**src/sv/lstf_pkg.sv**
```systemverilog
// Shared types and constants of the light status frame tracker.
package lstf_pkg;

    // Configuration register indexes.
    localparam logic [1:0] CFG_STATUS_ACK  = 2'd0;
    localparam logic [1:0] CFG_CONTROL_ACK = 2'd1;
    localparam logic [1:0] CFG_POLLED      = 2'd2;

    // Stored power state codes of one light.
    localparam logic [1:0] PS_UNKNOWN = 2'd0;
    localparam logic [1:0] PS_OFF     = 2'd1;
    localparam logic [1:0] PS_ON      = 2'd2;

    // Depth of the request queue between the front and the back end.
    localparam int QUEUE_DEPTH = 2;
    localparam int QPTR_W      = $clog2(QUEUE_DEPTH);

    // Power command carried by a frame.
    typedef enum logic [1:0] {
        PWR_NONE,
        PWR_SET_OFF,
        PWR_SET_ON
    } lstf_pwr_cmd_t;

    // Kind of a result.
    typedef enum logic [1:0] {
        KIND_POWER  = 2'd0,
        KIND_DIM    = 2'd1,
        KIND_STATUS = 2'd2
    } lstf_kind_t;

    // Back end sequencer states.
    typedef enum logic [2:0] {
        ST_IDLE,
        ST_FETCH,
        ST_EXEC,
        ST_POWER,
        ST_DIM,
        ST_SCAN,
        ST_STATUS
    } lstf_state_t;

    // A classified frame as it travels through the queue.
    typedef struct packed {
        logic          accept;
        lstf_pwr_cmd_t pwr_cmd;
        logic          dimm;
        logic [7:0]    num;
        logic [7:0]    lvl;
        logic [7:0]    mx;
    } lstf_req_t;

    // Queue status seen by both ends.
    typedef struct packed {
        logic full;
        logic empty;
    } lstf_qstat_t;

    // Per-light record held in the back end memory.
    typedef struct packed {
        logic [1:0] power_state;
        logic [7:0] dim_level;
        logic [7:0] max_level;
    } lstf_rec_t;

    // One result.
    typedef struct packed {
        lstf_kind_t kind;
        logic [4:0] light;
        logic       dimm;
        logic       pon;
        logic [7:0] level;
        logic [4:0] lead;
        logic       link;
        logic       ign;
        logic       last;
    } lstf_res_t;

endpackage

```
**src/sv/lstf_front.sv**
```systemverilog
// Front end: takes frame requests and classifies them for the back end.
module lstf_front #(
    parameter int LIGHTS = 16
) (
    input  logic                s_tvalid,
    output logic                s_tready,
    input  logic [7:0]          s_tuser,   // frame_type
    input  logic [31:0]         s_tdata,   // power_byte, light_number, level_byte, max_level_byte
    input  logic [7:0]          status_ack_code,
    input  logic [7:0]          control_ack_code,
    input  lstf_pkg::lstf_qstat_t qstat,
    output logic                push,
    output lstf_pkg::lstf_req_t push_data
);
    import lstf_pkg::*;

    logic [7:0] power_byte;
    logic [7:0] light_number;
    logic       type_ok;
    logic       num_ok;

    assign power_byte   = s_tdata[7:0];
    assign light_number = s_tdata[15:8];

    // A request is taken whenever the queue has room.
    assign s_tready = !qstat.full;
    assign push     = s_tvalid && !qstat.full;

    // A frame counts only if it is an acknowledgement for a light in range.
    assign type_ok = (s_tuser == status_ack_code) || (s_tuser == control_ack_code);
    assign num_ok  = (light_number != 8'd0) && (light_number <= 8'(LIGHTS));

    always_comb begin
        push_data.accept = type_ok && num_ok;
        push_data.dimm   = (s_tdata[31:24] != 8'd0);
        push_data.num    = light_number;
        push_data.lvl    = s_tdata[23:16];
        push_data.mx     = s_tdata[31:24];
        case (power_byte)
            8'd0:    push_data.pwr_cmd = PWR_SET_OFF;
            8'd1:    push_data.pwr_cmd = PWR_SET_ON;
            default: push_data.pwr_cmd = PWR_NONE;
        endcase
    end

endmodule

```
**src/sv/lstf_queue.sv**
```systemverilog
// Short request queue that decouples the front end from the back end.
module lstf_queue (
    input  logic                  aclk,
    input  logic                  aresetn,
    input  logic                  push,
    input  lstf_pkg::lstf_req_t   push_data,
    input  logic                  pop,
    output lstf_pkg::lstf_req_t   pop_data,
    output lstf_pkg::lstf_qstat_t qstat
);
    import lstf_pkg::*;

    lstf_req_t          entry_reg [QUEUE_DEPTH];
    logic [QPTR_W-1:0]  wr_ptr_reg, wr_ptr_next;
    logic [QPTR_W-1:0]  rd_ptr_reg, rd_ptr_next;
    logic [QPTR_W:0]    count_reg, count_next;

    assign qstat.full  = (count_reg == (QPTR_W + 1)'(QUEUE_DEPTH));
    assign qstat.empty = (count_reg == '0);
    assign pop_data    = entry_reg[rd_ptr_reg];

    // Pointer and fill count update.
    always_comb begin
        wr_ptr_next = wr_ptr_reg;
        rd_ptr_next = rd_ptr_reg;
        count_next  = count_reg;
        if (push) begin
            wr_ptr_next = (wr_ptr_reg == QPTR_W'(QUEUE_DEPTH - 1)) ? '0 : wr_ptr_reg + 1'b1;
        end
        if (pop) begin
            rd_ptr_next = (rd_ptr_reg == QPTR_W'(QUEUE_DEPTH - 1)) ? '0 : rd_ptr_reg + 1'b1;
        end
        if (push && !pop) begin
            count_next = count_reg + 1'b1;
        end else if (pop && !push) begin
            count_next = count_reg - 1'b1;
        end
    end

    always_ff @(posedge aclk) begin
        if (!aresetn) begin
            wr_ptr_reg <= '0;
            rd_ptr_reg <= '0;
            count_reg  <= '0;
        end else begin
            wr_ptr_reg <= wr_ptr_next;
            rd_ptr_reg <= rd_ptr_next;
            count_reg  <= count_next;
        end
    end

    // Entry storage.
    always_ff @(posedge aclk) begin
        if (push) begin
            entry_reg[wr_ptr_reg] <= push_data;
        end
    end

endmodule

```
**src/sv/lstf_back.sv**
```systemverilog
// Back end: per-light state, event generation and the leading acknowledgement count.
module lstf_back #(
    parameter int LIGHTS = 16
) (
    input  logic                  aclk,
    input  logic                  aresetn,
    input  lstf_pkg::lstf_req_t   q_data,
    input  lstf_pkg::lstf_qstat_t qstat,
    output logic                  q_pop,
    input  logic [4:0]            polled_count,
    output logic                  out_valid,
    input  logic                  out_ready,
    output lstf_pkg::lstf_res_t   out_res
);
    import lstf_pkg::*;

    localparam int IDX_W  = (LIGHTS > 1) ? $clog2(LIGHTS) : 1;
    localparam int LEAD_W = $clog2(LIGHTS + 1);
    localparam int CMP_W  = (LEAD_W > 5) ? LEAD_W : 5;

    lstf_state_t       state_reg, state_next;
    lstf_req_t         cur_reg;
    lstf_rec_t         rec_mem [LIGHTS];
    lstf_rec_t         rd_rec_reg;
    logic              rd_valid_reg;
    logic [LIGHTS-1:0] valid_reg;
    logic [LIGHTS-1:0] acked_reg;
    logic [LEAD_W-1:0] lead_reg;
    logic              pwr_ev_reg;
    logic              pon_reg;
    logic              dim_ev_reg;
    lstf_res_t         out_reg, res_next;
    logic              out_valid_reg;

    logic [7:0]        num_m1;
    logic [IDX_W-1:0]  idx;
    logic              out_free;
    logic              scan_done;
    logic              exec_en;
    logic              load_pwr;
    logic              load_dim;
    logic              load_stat;
    logic              scan_step;

    lstf_rec_t         rec_old;
    lstf_rec_t         rec_new;
    logic              pwr_ev;
    logic              pon;
    logic              dim_ev;

    logic [CMP_W-1:0]  lead_ext;
    logic [CMP_W-1:0]  limit_ext;
    logic [CMP_W-1:0]  lead_min;

    assign num_m1    = cur_reg.num - 8'd1;
    assign idx       = num_m1[IDX_W-1:0];
    assign out_free  = !out_valid_reg || out_ready;
    assign scan_done = (lead_reg == LEAD_W'(LIGHTS)) || !acked_reg[lead_reg[IDX_W-1:0]];
    assign out_valid = out_valid_reg;
    assign out_res   = out_reg;

    // Next state of the sequencer.
    always_comb begin
        state_next = state_reg;
        case (state_reg)
            ST_IDLE: begin
                if (!qstat.empty) begin
                    state_next = q_data.accept ? ST_FETCH : ST_STATUS;
                end
            end
            ST_FETCH: state_next = ST_EXEC;
            ST_EXEC:  state_next = ST_POWER;
            ST_POWER: begin
                if (!pwr_ev_reg || out_free) begin
                    state_next = ST_DIM;
                end
            end
            ST_DIM: begin
                if (!dim_ev_reg || out_free) begin
                    state_next = ST_SCAN;
                end
            end
            ST_SCAN: begin
                if (scan_done) begin
                    state_next = ST_STATUS;
                end
            end
            ST_STATUS: begin
                if (out_free) begin
                    state_next = ST_IDLE;
                end
            end
            default: state_next = ST_IDLE;
        endcase
    end

    // Sequencer outputs.
    always_comb begin
        q_pop     = 1'b0;
        exec_en   = 1'b0;
        load_pwr  = 1'b0;
        load_dim  = 1'b0;
        load_stat = 1'b0;
        scan_step = 1'b0;
        case (state_reg)
            ST_IDLE:   q_pop     = !qstat.empty;
            ST_EXEC:   exec_en   = 1'b1;
            ST_POWER:  load_pwr  = pwr_ev_reg && out_free;
            ST_DIM:    load_dim  = dim_ev_reg && out_free;
            ST_SCAN:   scan_step = !scan_done;
            ST_STATUS: load_stat = out_free;
            default: begin
            end
        endcase
    end

    // Update of one light's record from the frame; entries never written read as reset.
    always_comb begin
        if (rd_valid_reg) begin
            rec_old = rd_rec_reg;
        end else begin
            rec_old.power_state = PS_UNKNOWN;
            rec_old.dim_level   = 8'hFF;
            rec_old.max_level   = 8'd0;
        end
        rec_new = rec_old;
        pwr_ev  = 1'b0;
        pon     = 1'b0;
        dim_ev  = 1'b0;
        case (cur_reg.pwr_cmd)
            PWR_SET_OFF: begin
                if (rec_old.power_state != PS_OFF) begin
                    rec_new.power_state = PS_OFF;
                    rec_new.dim_level   = 8'd0;
                    pwr_ev              = 1'b1;
                end
            end
            PWR_SET_ON: begin
                if (rec_old.power_state != PS_ON) begin
                    rec_new.power_state = PS_ON;
                    rec_new.dim_level   = rec_old.max_level;
                    pwr_ev              = 1'b1;
                    pon                 = 1'b1;
                end
            end
            default: begin
            end
        endcase
        if (!cur_reg.dimm) begin
            rec_new.dim_level = 8'd0;
            rec_new.max_level = 8'd0;
        end else begin
            dim_ev            = (rec_new.dim_level != cur_reg.lvl);
            rec_new.dim_level = cur_reg.lvl;
            rec_new.max_level = cur_reg.mx;
        end
    end

    // Status count: leading acknowledged lights, limited by the polled count.
    always_comb begin
        lead_ext  = CMP_W'(lead_reg);
        limit_ext = CMP_W'(polled_count);
        if (limit_ext > CMP_W'(LIGHTS)) begin
            limit_ext = CMP_W'(LIGHTS);
        end
        lead_min = (lead_ext < limit_ext) ? lead_ext : limit_ext;
    end

    // Result to load into the output register.
    always_comb begin
        res_next = '0;
        if (load_pwr) begin
            res_next.kind  = KIND_POWER;
            res_next.light = cur_reg.num[4:0];
            res_next.dimm  = cur_reg.dimm;
            res_next.pon   = pon_reg;
            res_next.level = (pon_reg && cur_reg.dimm) ? cur_reg.lvl : 8'd0;
        end else if (load_dim) begin
            res_next.kind  = KIND_DIM;
            res_next.light = cur_reg.num[4:0];
            res_next.dimm  = 1'b1;
            res_next.level = cur_reg.lvl;
        end else begin
            res_next.kind  = KIND_STATUS;
            res_next.light = cur_reg.accept ? cur_reg.num[4:0] : 5'd0;
            res_next.lead  = lead_min[4:0];
            res_next.link  = (lead_min != '0);
            res_next.ign   = !cur_reg.accept;
            res_next.last  = 1'b1;
        end
    end

    // Control registers.
    always_ff @(posedge aclk) begin
        if (!aresetn) begin
            state_reg     <= ST_IDLE;
            valid_reg     <= '0;
            acked_reg     <= '0;
            lead_reg      <= '0;
            out_valid_reg <= 1'b0;
        end else begin
            state_reg <= state_next;
            if (exec_en) begin
                valid_reg[idx] <= 1'b1;
                acked_reg[idx] <= 1'b1;
            end
            if (scan_step) begin
                lead_reg <= lead_reg + 1'b1;
            end
            if (load_pwr || load_dim || load_stat) begin
                out_valid_reg <= 1'b1;
            end else if (out_ready) begin
                out_valid_reg <= 1'b0;
            end
        end
    end

    // Payload registers.
    always_ff @(posedge aclk) begin
        if (q_pop) begin
            cur_reg <= q_data;
        end
        if (exec_en) begin
            pwr_ev_reg <= pwr_ev;
            pon_reg    <= pon;
            dim_ev_reg <= dim_ev;
        end
        if (load_pwr || load_dim || load_stat) begin
            out_reg <= res_next;
        end
    end

    // Per-light record memory with a registered read.
    always_ff @(posedge aclk) begin
        rd_rec_reg   <= rec_mem[idx];
        rd_valid_reg <= valid_reg[idx];
        if (exec_en) begin
            rec_mem[idx] <= rec_new;
        end
    end

endmodule

```
**src/sv/light_status_frame_tracker.sv**
```systemverilog
// A taken frame waits in the queue until the idle back end sequencer pops it. An ignored frame
// goes straight to the status state; an accepted one passes through the fetch, exec, power, dim,
// scan and status states, scan stepping once for each light that newly joins the leading
// acknowledged run, and any result waits while the result side holds off. The back end handles
// one frame at a time; a two-entry queue lets the front keep taking frames. Reset (synchronous,
// active low) clears the configuration and control registers, the queue pointers, the sequencer,
// the acknowledged and per-light valid bits; record memory entries read as reset values until written.
module light_status_frame_tracker #(
    parameter int LIGHTS = 16
) (
    input  logic        aclk,
    input  logic        aresetn,
    input  logic        s_tvalid,
    output logic        s_tready,
    input  logic [7:0]  s_tuser,   // frame_type
    input  logic [31:0] s_tdata,   // power_byte, light_number, level_byte, max_level_byte
    output logic        m_tvalid,
    input  logic        m_tready,
    output logic [1:0]  m_tuser,   // event_kind
    output logic [23:0] m_tdata,   // event_light, is_dimmable, power_on, event_level,
                                   // leading_acked, link_up, frame_ignored, zero pad
    output logic        m_tlast,   // last
    input  logic        cfg_wr_en,
    input  logic [1:0]  cfg_addr,
    input  logic [7:0]  cfg_wdata
);
    import lstf_pkg::*;

    logic [7:0]  status_ack_reg;
    logic [7:0]  control_ack_reg;
    logic [4:0]  polled_reg;

    lstf_qstat_t qstat;
    logic        push;
    lstf_req_t   push_data;
    logic        pop;
    lstf_req_t   pop_data;
    lstf_res_t   res;

    // Configuration registers.
    always_ff @(posedge aclk) begin
        if (!aresetn) begin
            status_ack_reg  <= '0;
            control_ack_reg <= '0;
            polled_reg      <= '0;
        end else if (cfg_wr_en) begin
            case (cfg_addr)
                CFG_STATUS_ACK:  status_ack_reg  <= cfg_wdata;
                CFG_CONTROL_ACK: control_ack_reg <= cfg_wdata;
                CFG_POLLED:      polled_reg      <= cfg_wdata[4:0];
                default: begin
                end
            endcase
        end
    end

    lstf_front #(
        .LIGHTS (LIGHTS)
    ) u_front (
        .s_tvalid         (s_tvalid),
        .s_tready         (s_tready),
        .s_tuser          (s_tuser),
        .s_tdata          (s_tdata),
        .status_ack_code  (status_ack_reg),
        .control_ack_code (control_ack_reg),
        .qstat            (qstat),
        .push             (push),
        .push_data        (push_data)
    );

    lstf_queue u_queue (
        .aclk      (aclk),
        .aresetn   (aresetn),
        .push      (push),
        .push_data (push_data),
        .pop       (pop),
        .pop_data  (pop_data),
        .qstat     (qstat)
    );

    lstf_back #(
        .LIGHTS (LIGHTS)
    ) u_back (
        .aclk         (aclk),
        .aresetn      (aresetn),
        .q_data       (pop_data),
        .qstat        (qstat),
        .q_pop        (pop),
        .polled_count (polled_reg),
        .out_valid    (m_tvalid),
        .out_ready    (m_tready),
        .out_res      (res)
    );

    // Result packing.
    assign m_tuser = res.kind;
    assign m_tlast = res.last;
    assign m_tdata = {2'b00, res.ign, res.link, res.lead, res.level, res.pon, res.dimm, res.light};

    // The status result, and only it, closes a frame.
    a_last_is_status: assert property (@(posedge aclk) disable iff (!aresetn)
        m_tvalid |-> (m_tlast == (m_tuser == KIND_STATUS)))
        else $error("last flag does not match the status result");

    // Link-up follows the leading count in a status result.
    a_link_matches: assert property (@(posedge aclk) disable iff (!aresetn)
        (m_tvalid && m_tuser == KIND_STATUS) |-> (m_tdata[20] == (m_tdata[19:15] != 5'd0)))
        else $error("link-up disagrees with the leading count");

    // An ignored frame reports no light.
    a_ignored_no_light: assert property (@(posedge aclk) disable iff (!aresetn)
        (m_tvalid && m_tuser == KIND_STATUS && m_tdata[21]) |-> (m_tdata[4:0] == 5'd0))
        else $error("ignored frame reports a light number");

    // The back end never pops an empty queue, and a full queue refuses requests.
    a_queue_sane: assert property (@(posedge aclk) disable iff (!aresetn)
        !(pop && qstat.empty) && !(qstat.full && s_tready))
        else $error("queue handshake inconsistent");

endmodule
```
**config.mk**
```make
export PLATFORM = sky130hd
export DESIGN_NAME = light_status_frame_tracker
export DESIGN_NICKNAME = d
export VERILOG_FILES = /design/src/sv/lstf_pkg.sv /design/src/sv/lstf_front.sv /design/src/sv/lstf_queue.sv /design/src/sv/lstf_back.sv /design/src/sv/light_status_frame_tracker.sv
export SDC_FILE = /design/constraint.sdc
export NUM_CORES = 1
export LEC_CHECK = 0
export ABC_AREA = 1
export BUFFER_PORTS_ARGS = -buffer_cell sky130_fd_sc_hd__buf_2
export CAP_MARGIN = 10
export CORE_UTILIZATION = 43
export CTS_CLUSTER_DIAMETER = 60
export DETAILED_ROUTE_END_ITERATION = 6
export PLACE_DENSITY = 0.62
export SLEW_MARGIN = 0
export SYNTH_ARGS = -nofsm -noshare
export SYNTH_HDL_FRONTEND = slang
export SYNTH_SLANG_ARGS = --single-unit
export TNS_END_PERCENT = 50
```
**constraint.sdc**
```tcl
create_clock -name aclk -period 3.3 [get_ports aclk]
set_clock_uncertainty 0.15 [all_clocks]
set_input_delay 0.165 -clock aclk [delete_from_list [all_inputs] [get_ports aclk]]
set_output_delay 0.165 -clock aclk [all_outputs]
set_load 0.05 [all_outputs]
```
==> results of run 1 <==
## worst min path at each step
stage                startpoint                  endpoint  slack (ns)
finish               s_tuser[0]  u_queue.entry_reg[1][27]        0.05
global route         s_tuser[6]  u_queue.entry_reg[1][27]        0.06
CTS                  s_tuser[6]  u_queue.entry_reg[1][27]        0.03
detailed placement  s_tdata[18]  u_queue.entry_reg[0][10]        0.21
global placement    s_tdata[18]  u_queue.entry_reg[1][10]        0.21
floorplan           s_tdata[24]   u_queue.entry_reg[0][0]        0.11
## worst min-delay path, delay by kind of cell
kind	cells	cell delay, ns
AOI/OAI and AO/OA	1	0.08
buffers and inverters	1	0.12
and+or+nand+nor	2	0.12
xor gates and xnor gates	1	0.12
## cell usage after synthesis (all sizes together) (2+ instances only)
cell type	n	share of area
a21oi	40	0.011
a22oi	19	0.0075
a31oi	2	0.00066
buf	26	0.0084
clkbuf	52	0.010
dfxtp	86	0.091
edfxtp	390	0.62
ha	13	0.0086
inv	116	0.023
nand2	235	0.047
nand3	54	0.015
nand4	10	0.0033
nor2	294	0.063
nor3	10	0.0029
nor4	4	0.0013
o21a	2	0.00079
o21ai	196	0.052
o22ai	72	0.024
or2	9	0.0030
xnor2	3	0.0028
xor2	11	0.0051
## cell type report
class                   count  area, um2
clock buffers              66       1330
multi-input cells         985       4770
inverters                 116      440.4
flip-flops and latches    476      13430
fillers                  3743      21010
clock inverters            24      270.3
repair buffers            170       1279
well taps                 585      732.0
## metrics by stage
step	utilization	instances
after floorplan	-	1655
after global placement	0.4654	2282
after detailed placement	0.4654	2282
after CTS	0.5137	2421
after global routing	0.5143	2422
final	0.5143	2422
## cell families after synthesis
family | after synthesis | share of synthesized area
adders and majority gates | 13 | 0.008571
other | 1 | 0.0001976
xor gates and xnor gates | 14 | 0.007846
AOI/OAI and AO/OA | 337 | 0.09751
and+or+nand+nor | 619 | 0.1362
DFF | 476 | 0.7079
buffers and inverters | 194 | 0.04180
## power groups by stage
stage | sequential [uW] | clock, uW | combinational, uW
2_1_floorplan | 8370 | 0 | 3830
3_3_place_gp | 8260 | 0 | 5810
3_5_place_dp | 8270 | 0 | 5920
4_1_cts | 8150 | 5590 | 5980
5_1_grt | 8210 | 5810 | 6580
6_report | 8150 | 5500 | 5960
## layer usage
layer / GRT usage / wire length [um] / vias up
li1: - / - / 6057
met1: 0.2720 / 19950 / 6218
met2: 0.3403 / 22190 / 387
met3: 0.03235 / 2590 / 86
met4: 0.07871 / 1464 / 0
met5: 0 / 0 / -
## what timing repair did
action | in CTS | in global routing
setup buffers | 0 | 0
setup endpoints to repair | 0 | 0
hold buffers | 49 | 0
hold endpoints to repair | 81 | 0
==> results.cfg, run 1 <==
[setup_path]
crit_path_max_fanout = 20
slowest_stage = nor3_1
timing.rr.start = u_back.rd_valid_reg
critical_path_buf_inv_count = 0
path_delay_family = simple AND/OR/NAND/NOR gates
reg2regPathDepth = 10
crit_cells = 10
cp-start-kind = register
r2r_end = u_back.dim_ev_reg
cp_cell_sequence = nand2_1, nor2_1, nor3_1, nand2_1, nand3_1, nand2_1, nor2_1, nand2_1, nor2_1, nor2_1
worst_ep_arrival_time_ns = 3.06
worstPathRequired_ns = 3.46
startpoint = u_back.rd_valid_reg
reg2reg_slack_ns = 0.40
cp-endpoint = u_back.dim_ev_reg
crit_type = register to register
max_stage_delay_ns = 0.67
crit_path_end_kind = register

[cts]
numCtsBuffers = 48
cts_buffer_depth = 3
insertion_delay_ns = 0.57
clk_pin_slew_worst_paths_ns = 0.06
cts_tree = yes
cts_resized = 0
cts_max_level = 2
cts_sinks = 476
root_buffer = clkbuf_16

[timing]
hold_viol = 0
setup_viol = 0
rsz0062_at_grt = no
min_period_ns = 2.901
setup_tns_ns = 0
setup_slack_ns = 0.3985
slew_headroom = 0.4223
fin_hold_ws_ns = 0.05328
fin_crit_sh = 0.8792
max_freq_mhz = 344.7
finalMaxSlewViolations = 0
worst-slew-pin-transition_ns = 0.8599

[route]
via_per_inst = 5.263
antenna_left = 0
totalWireLength_mm = 46.20
post-route-drc-count = 0
dr_total_vias = 12748
post_drt_wl_per_cell_um = 19.07
first_pass_iters = 5
drtIter0Drc = 1190

[logic_synthesis]
ys_seq_elements = 476
synth_edf_count = 390
ys_types = 43
synth.avg_cell_area_um2 = 11.47
postSynth.asyncResetShare = 0
synth_ff_type = edfxtp_1
ys_seq_area_frac = 0.7079
syn_inst = 1654
syn-cell-area_mm2 = 0.01898
yosys_warnings = 0

[floorplan]
start_util = 0.4386
fp.coreArea_mm2 = 0.04327
fp.dieW_um = 212.1
dieArea_mm2 = 0.04498
ios = 84
placementRows = 76
dieHeight_um = 212.1

[placed_design]
portBuffers = 81
pre_cts_ws_ns = 0.4372
dp_hpwl_mm = 26.37
routabilityCongestion = 0.8043
place_area_mm2 = 0.02014

[cells_and_area]
fin_area_mm2 = 0.02225
drive_gt1_frac = 0.1328
diodes = 0
final_cell_mix = edfxtp_1, nor2_1, nand2_1
area_delta_synth_final_pct = 17.27
largest_reg_flops = 288
final_common_cell = edfxtp_1
nNetsFinal = 1865

[global_routing]
grt_pass1_wl_mm = 69.99
grt_usage = 0.2056
grt_antenna_before_repair = 0
grt_overflow = 0
grt_max_degree = 154
grt_pass1_vias = 12470

[run_status]
status = finished, final reports clean

[min_path]
hp-class = primary input to register
worst_hold_path.num_cells = 5

[pwr]
p_per_area_mw_per_mm2 = 881.0
ir_worst_vdd_uv = 607.4
swShare = 0.3547
fin_total_pwr_uw = 19610
leakage_uw = 0.008218
p_sw_uw = 6954
clkPwrFrac = 0.281
p_seq_frac = 0.416
pwr-share-comb = 0.304
intPower_uw = 12650

[flow_run]
cap_violations = 0
Power figures use the tool's default switching activity.
==> inputs of run 2 (changes only) <==
--- a/config.mk
+++ b/config.mk
@@ -11,7 +11,7 @@
 export CORE_UTILIZATION = 43
 export CTS_CLUSTER_DIAMETER = 60
 export DETAILED_ROUTE_END_ITERATION = 6
-export PLACE_DENSITY = 0.62
+export PLACE_DENSITY = 0.6
 export SLEW_MARGIN = 0
 export SYNTH_ARGS = -nofsm -noshare
 export SYNTH_HDL_FRONTEND = slang
==> constraint.sdc (replaced) <==
create_clock -name aclk -period 2.9 [get_ports aclk]
set_clock_uncertainty 0.15 [all_clocks]
set_input_delay 0.145 -clock aclk [delete_from_list [all_inputs] [get_ports aclk]]
set_output_delay 0.145 -clock aclk [all_outputs]
set_load 0.05 [all_outputs]
==> results.cfg, run 2 (synthesis results as in run 1) <==
[setup_path]
cp-endpoint = u_back.rec_mem[12][6]
crit_cells = 8
worst_ep_arrival_time_ns = 2.60
max_stage_delay_ns = 0.47
r2r_end = u_back.rec_mem[12][6]
timing.rr.start = u_back.cur_reg[18]
startpoint = u_back.cur_reg[18]
critical_path_buf_inv_count = 3
slowest_stage = edfxtp_1
worstPathRequired_ns = 2.98
reg2reg_slack_ns = 0.37
path_delay_family = simple AND/OR/NAND/NOR gates
cp-start-kind = register
crit_path_max_fanout = 16
crit_type = register to register
crit_path_end_kind = register
reg2regPathDepth = 8
cp_cell_sequence = nor2_1, nand2_2, xnor2_4, inv_4, nor2_4, inv_2, nor2_2, buf_4

[run_status]
status = finished, final reports clean

[timing]
slew_headroom = 0.3657
setup_tns_ns = 0
fin_hold_ws_ns = 0.1532
fin_crit_sh = 0.8718
max_freq_mhz = 395.5
setup_viol = 0
worst-slew-pin-transition_ns = 0.9515
hold_viol = 0
rsz0062_at_grt = no
finalMaxSlewViolations = 0
min_period_ns = 2.528

[cts]
cts_hold_buf = 51
cts_max_level = 2
root_buffer = clkbuf_16
numCtsBuffers = 48
post_cts_buffers = 0
clk_pin_slew_worst_paths_ns = 0.06
cts_buffer_depth = 3
cts_tree = yes
insertion_delay_ns = 0.58
cts_resized = 0
cts_sinks = 476

[floorplan]
placementRows = 76
dieArea_mm2 = 0.04498
start_util = 0.4386
dieHeight_um = 212.1
ios = 84
fp.coreArea_mm2 = 0.04327
fp.dieW_um = 212.1

[cells_and_area]
area_delta_synth_final_pct = 17.64
nNetsFinal = 1879
fin_cells = 2431
fin_area_mm2 = 0.02232
final_cell_mix = edfxtp_1, nor2_1, nand2_1
fillCellCount = 3771
diodes = 0
largest_reg_flops = 288
final_common_cell = edfxtp_1
drive_gt1_frac = 0.1381

[route]
totalWireLength_mm = 46.38
post-route-drc-count = 0
dr_total_vias = 12777
antenna_left = 0
first_pass_iters = 5
via_per_inst = 5.256
drtIter0Drc = 1029
post_drt_wl_per_cell_um = 19.08

[pwr]
fin_total_pwr_uw = 22180
p_per_area_mw_per_mm2 = 993.4
leakage_uw = 0.008275
ir_worst_vdd_uv = 643.6

[placed_design]
dp_cells = 2295
portBuffers = 81
routabilityCongestion = 0.8246
dp_hpwl_mm = 26.96
place_area_mm2 = 0.02027

[global_routing]
grt_antenna_before_repair = 0
grt_max_degree = 97
grt_usage = 0.2099
grt_pass1_vias = 12437
grt_pass1_wl_mm = 71.18
grt_overflow = 0

[min_path]
hp-class = primary input to register

[flow_run]
cap_violations = 0
## run 2: cell count changes in the layout (fill, tap and decap cells not counted), sizes merged
| cell | change |
|---|---|
| buf | +12 |
| dlygate4sd3 | +2 |
| bufinv | -1 |
| clkbuf | -1 |
| clkinv | -1 |
| clkinvlp | -1 |
| inv | -1 |
## run 2: through the flow
stage                     setup slack [ns]    util
after floorplan                   -0.01037       -
after global placement              0.4745  0.4685
after detailed placement            0.3819  0.4685
after CTS                           0.3666  0.5160
after global routing                0.1793  0.5160
final                               0.3718  0.5160
## run 2: worst register-to-register path, stage by stage (launching register included)
cell and delay (ns):
edfxtp_1 0.47, nor2_1 0.19, nand2_2 0.11, xnor2_4 0.27
inv_4 0.08, nor2_4 0.31, inv_2 0.12, nor2_2 0.13
buf_4 0.34
## run 2: per-layer routing
| layer | up-vias | share of wire | GRT usage |
|---|---|---|---|
| met3 | 70 | 0.057 | 0.03575 |
| met2 | 362 | 0.48 | 0.3469 |
| li1 | 6085 | - | - |
| met5 | - | 0 | 0 |
| met4 | 0 | 0.022 | 0.06422 |
| met1 | 6260 | 0.44 | 0.2829 |
## run 2: worst min path at each step
stage / depth (start not counted) / start / slack, ns / to
3_5_place_dp: 1 / s_tdata[19] / 0.19 / u_queue.entry_reg[1][11]
3_3_place_gp: 1 / s_tdata[22] / 0.19 / u_queue.entry_reg[0][14]
4_1_cts: 2 / s_tdata[19] / 0.13 / u_queue.entry_reg[1][11]
6_report: 2 / s_tdata[19] / 0.15 / u_queue.entry_reg[1][11]
5_1_grt: 2 / s_tdata[16] / 0.15 / u_queue.entry_reg[1][8]
2_1_floorplan: 0 / s_tdata[24] / 0.09 / u_queue.entry_reg[0][0]
## run 2: layout make-up
class / instances / area (um2) / share of cell area
Clock buffer: 65 / 1346 / 0.06031
Timing Repair Buffer: 184 / 1406 / 0.06300
Sequential cell: 476 / 13430 / 0.6017
Inverter: 116 / 440.4 / 0.01973
Tap cell: 585 / 732.0 / 0.03279
Multi-Input combinational cell: 985 / 4770 / 0.2137
Clock inverter: 20 / 196.4 / 0.008799
## run 2: report_power, final
group / total, uW / switching [uW] / internal (uW)
registers: 9250 / 401 / 8850
clock network: 6090 / 2500 / 3590
logic: 6840 / 4910 / 1920
==> inputs of run 3 (changes only) <==
--- a/config.mk
+++ b/config.mk
@@ -6,12 +6,12 @@
 export NUM_CORES = 1
 export LEC_CHECK = 0
 export ABC_AREA = 1
-export BUFFER_PORTS_ARGS = -buffer_cell sky130_fd_sc_hd__buf_2
 export CAP_MARGIN = 10
 export CORE_UTILIZATION = 43
 export CTS_CLUSTER_DIAMETER = 60
 export DETAILED_ROUTE_END_ITERATION = 6
-export PLACE_DENSITY = 0.6
+export DONT_BUFFER_PORTS = 1
+export PLACE_DENSITY = 0.59
 export SLEW_MARGIN = 0
 export SYNTH_ARGS = -nofsm -noshare
 export SYNTH_HDL_FRONTEND = slang
==> results.cfg, run 3 (synthesis results as in run 1) <==
[setup_path]
r2r_end = u_back.dim_ev_reg
cp-start-kind = register
crit_type = register to register
worst_ep_arrival_time_ns = 2.86
reg2reg_slack_ns = 0.20
crit_path_end_kind = register
crit_path_max_fanout = 8
timing.rr.start = u_back.cur_reg[25]
worstPathRequired_ns = 3.06
startpoint = u_back.cur_reg[25]
reg2regPathDepth = 12
cp-endpoint = u_back.dim_ev_reg

[global_routing]
grt_usage = 0.2084
grt_max_degree = 104
grt_antenna_before_repair = 0
grt_overflow = 0
grt_pass1_wl_mm = 70.83
grt_pass1_vias = 12347

[route]
post_drt_wl_per_cell_um = 19.78
totalWireLength_mm = 46.51
antenna_left = 0
drtIter0Drc = 959
via_per_inst = 5.334
dr_total_vias = 12540
first_pass_iters = 5
post-route-drc-count = 0

[cts]
root_buffer = clkbuf_16
insertion_delay_ns = 0.56
cts_max_level = 2
numCtsBuffers = 48
post_cts_buffers = 0
cts_tree = yes
cts_sinks = 476
clk_pin_slew_worst_paths_ns = 0.06
cts_buffer_depth = 3

[floorplan]
placementRows = 76
ios = 84
fp.coreArea_mm2 = 0.04327
start_util = 0.4386
fp.dieW_um = 212.1
dieHeight_um = 212.1
dieArea_mm2 = 0.04498

[run_status]
status = finished, final reports clean

[timing]
fin_crit_sh = 0.9317
slew_headroom = 0.3973
worst-slew-pin-transition_ns = 0.9060
finalMaxSlewViolations = 0
fin_hold_ws_ns = 0.09855
hold_viol = 0
setup_tns_ns = 0
min_period_ns = 2.702
rsz0062_at_grt = no
setup_viol = 0
max_freq_mhz = 370.1

[pwr]
p_seq_frac = 0.438
ir_worst_vdd_uv = 575.6
p_per_area_mw_per_mm2 = 1003
intPower_uw = 13830
fin_total_pwr_uw = 21820
pwr-share-comb = 0.301
p_sw_uw = 7981
clkPwrFrac = 0.260
swShare = 0.3658
leakage_uw = 0.007862

[cells_and_area]
area_delta_synth_final_pct = 14.56
diodes = 0
largest_reg_flops = 288
drive_gt1_frac = 0.09683
nNetsFinal = 1796
final_cell_mix = edfxtp_1, nor2_1, nand2_1
final_common_cell = edfxtp_1

[flow_run]
cap_violations = 0

[min_path]
hp-class = primary input to register
worst_hold_path.num_cells = 1

[placed_design]
routabilityCongestion = 0.8098
dp_hpwl_mm = 27.65
portBuffers = 0
==> run 3: cell type report <==
| type | count | area (um2) |
|---|---|---|
| Clock buffer | 62 | 1285 |
| Clock inverter | 26 | 142.6 |
| Fill cell | 3845 | 21530 |
| Inverter | 116 | 440.4 |
| Multi-Input combinational cell | 985 | 4775 |
| Sequential cell | 476 | 13430 |
| Tap cell | 585 | 732.0 |
| Timing Repair Buffer | 101 | 933.4 |
==> run 3: worst min path at each step <==
stage                startpoint                        to  slack [ns]
floorplan           s_tdata[24]   u_queue.entry_reg[0][0]        0.09
global placement    s_tdata[20]  u_queue.entry_reg[0][12]        0.09
detailed placement  s_tdata[23]  u_queue.entry_reg[0][15]        0.09
CTS                 s_tdata[20]  u_queue.entry_reg[0][12]        0.07
global route        s_tdata[23]  u_queue.entry_reg[1][15]        0.08
finish              s_tdata[17]   u_queue.entry_reg[1][9]         0.1
==> run 3: per-layer routing <==
layer	GRT usage	vias to the layer above	share of wire
met1	0.2712	6143	0.42
li1	-	5932	-
met5	0	-	0
met3	0.03840	76	0.066
met4	0.05972	0	0.024
met2	0.3548	389	0.49
==> run 3: metrics by stage <==
step / area (um2) / util / setup slack, ns / instances
2_1_floorplan: 18980 / - / -0.01037 / 1655
3_3_place_gp: 19810 / 0.4578 / 0.09877 / 2213
3_5_place_dp: 19810 / 0.4578 / 0.07726 / 2213
4_1_cts: 21740 / 0.5024 / 0.05791 / 2351
5_1_grt: 21740 / 0.5025 / 0.01631 / 2351
6_report: 21740 / 0.5025 / 0.1981 / 2351
==> run 3: power by group through the flow <==
stage               Clock [uW]  Sequential (uW)  Combinational [uW]
floorplan                    0             9520                4360
global placement             0             9700                6410
detailed placement           0             9700                6500
CTS                       5760             9570                6590
global route              6020             9640                7290
finish                    5680             9570                6570
==> run 3: what timing repair did <==
action	in CTS	in global routing
resized for setup	0	1
hold buffers	50	0
endpoints found under the setup margin	0	1
hold endpoints to repair	122	0
==> run 3: critical path, stage by stage, from the launching register on <==
cell	delay, ns
edfxtp_1	0.35
inv_1	0.05
ha_1	0.31
inv_1	0.20
nand3_1	0.37
nand2_1	0.26
nand2_1	0.08
nand2_1	0.06
nand2_1	0.05
nor2_1	0.12
nand2_1	0.12
nor2_1	0.22
nor2_1	0.10
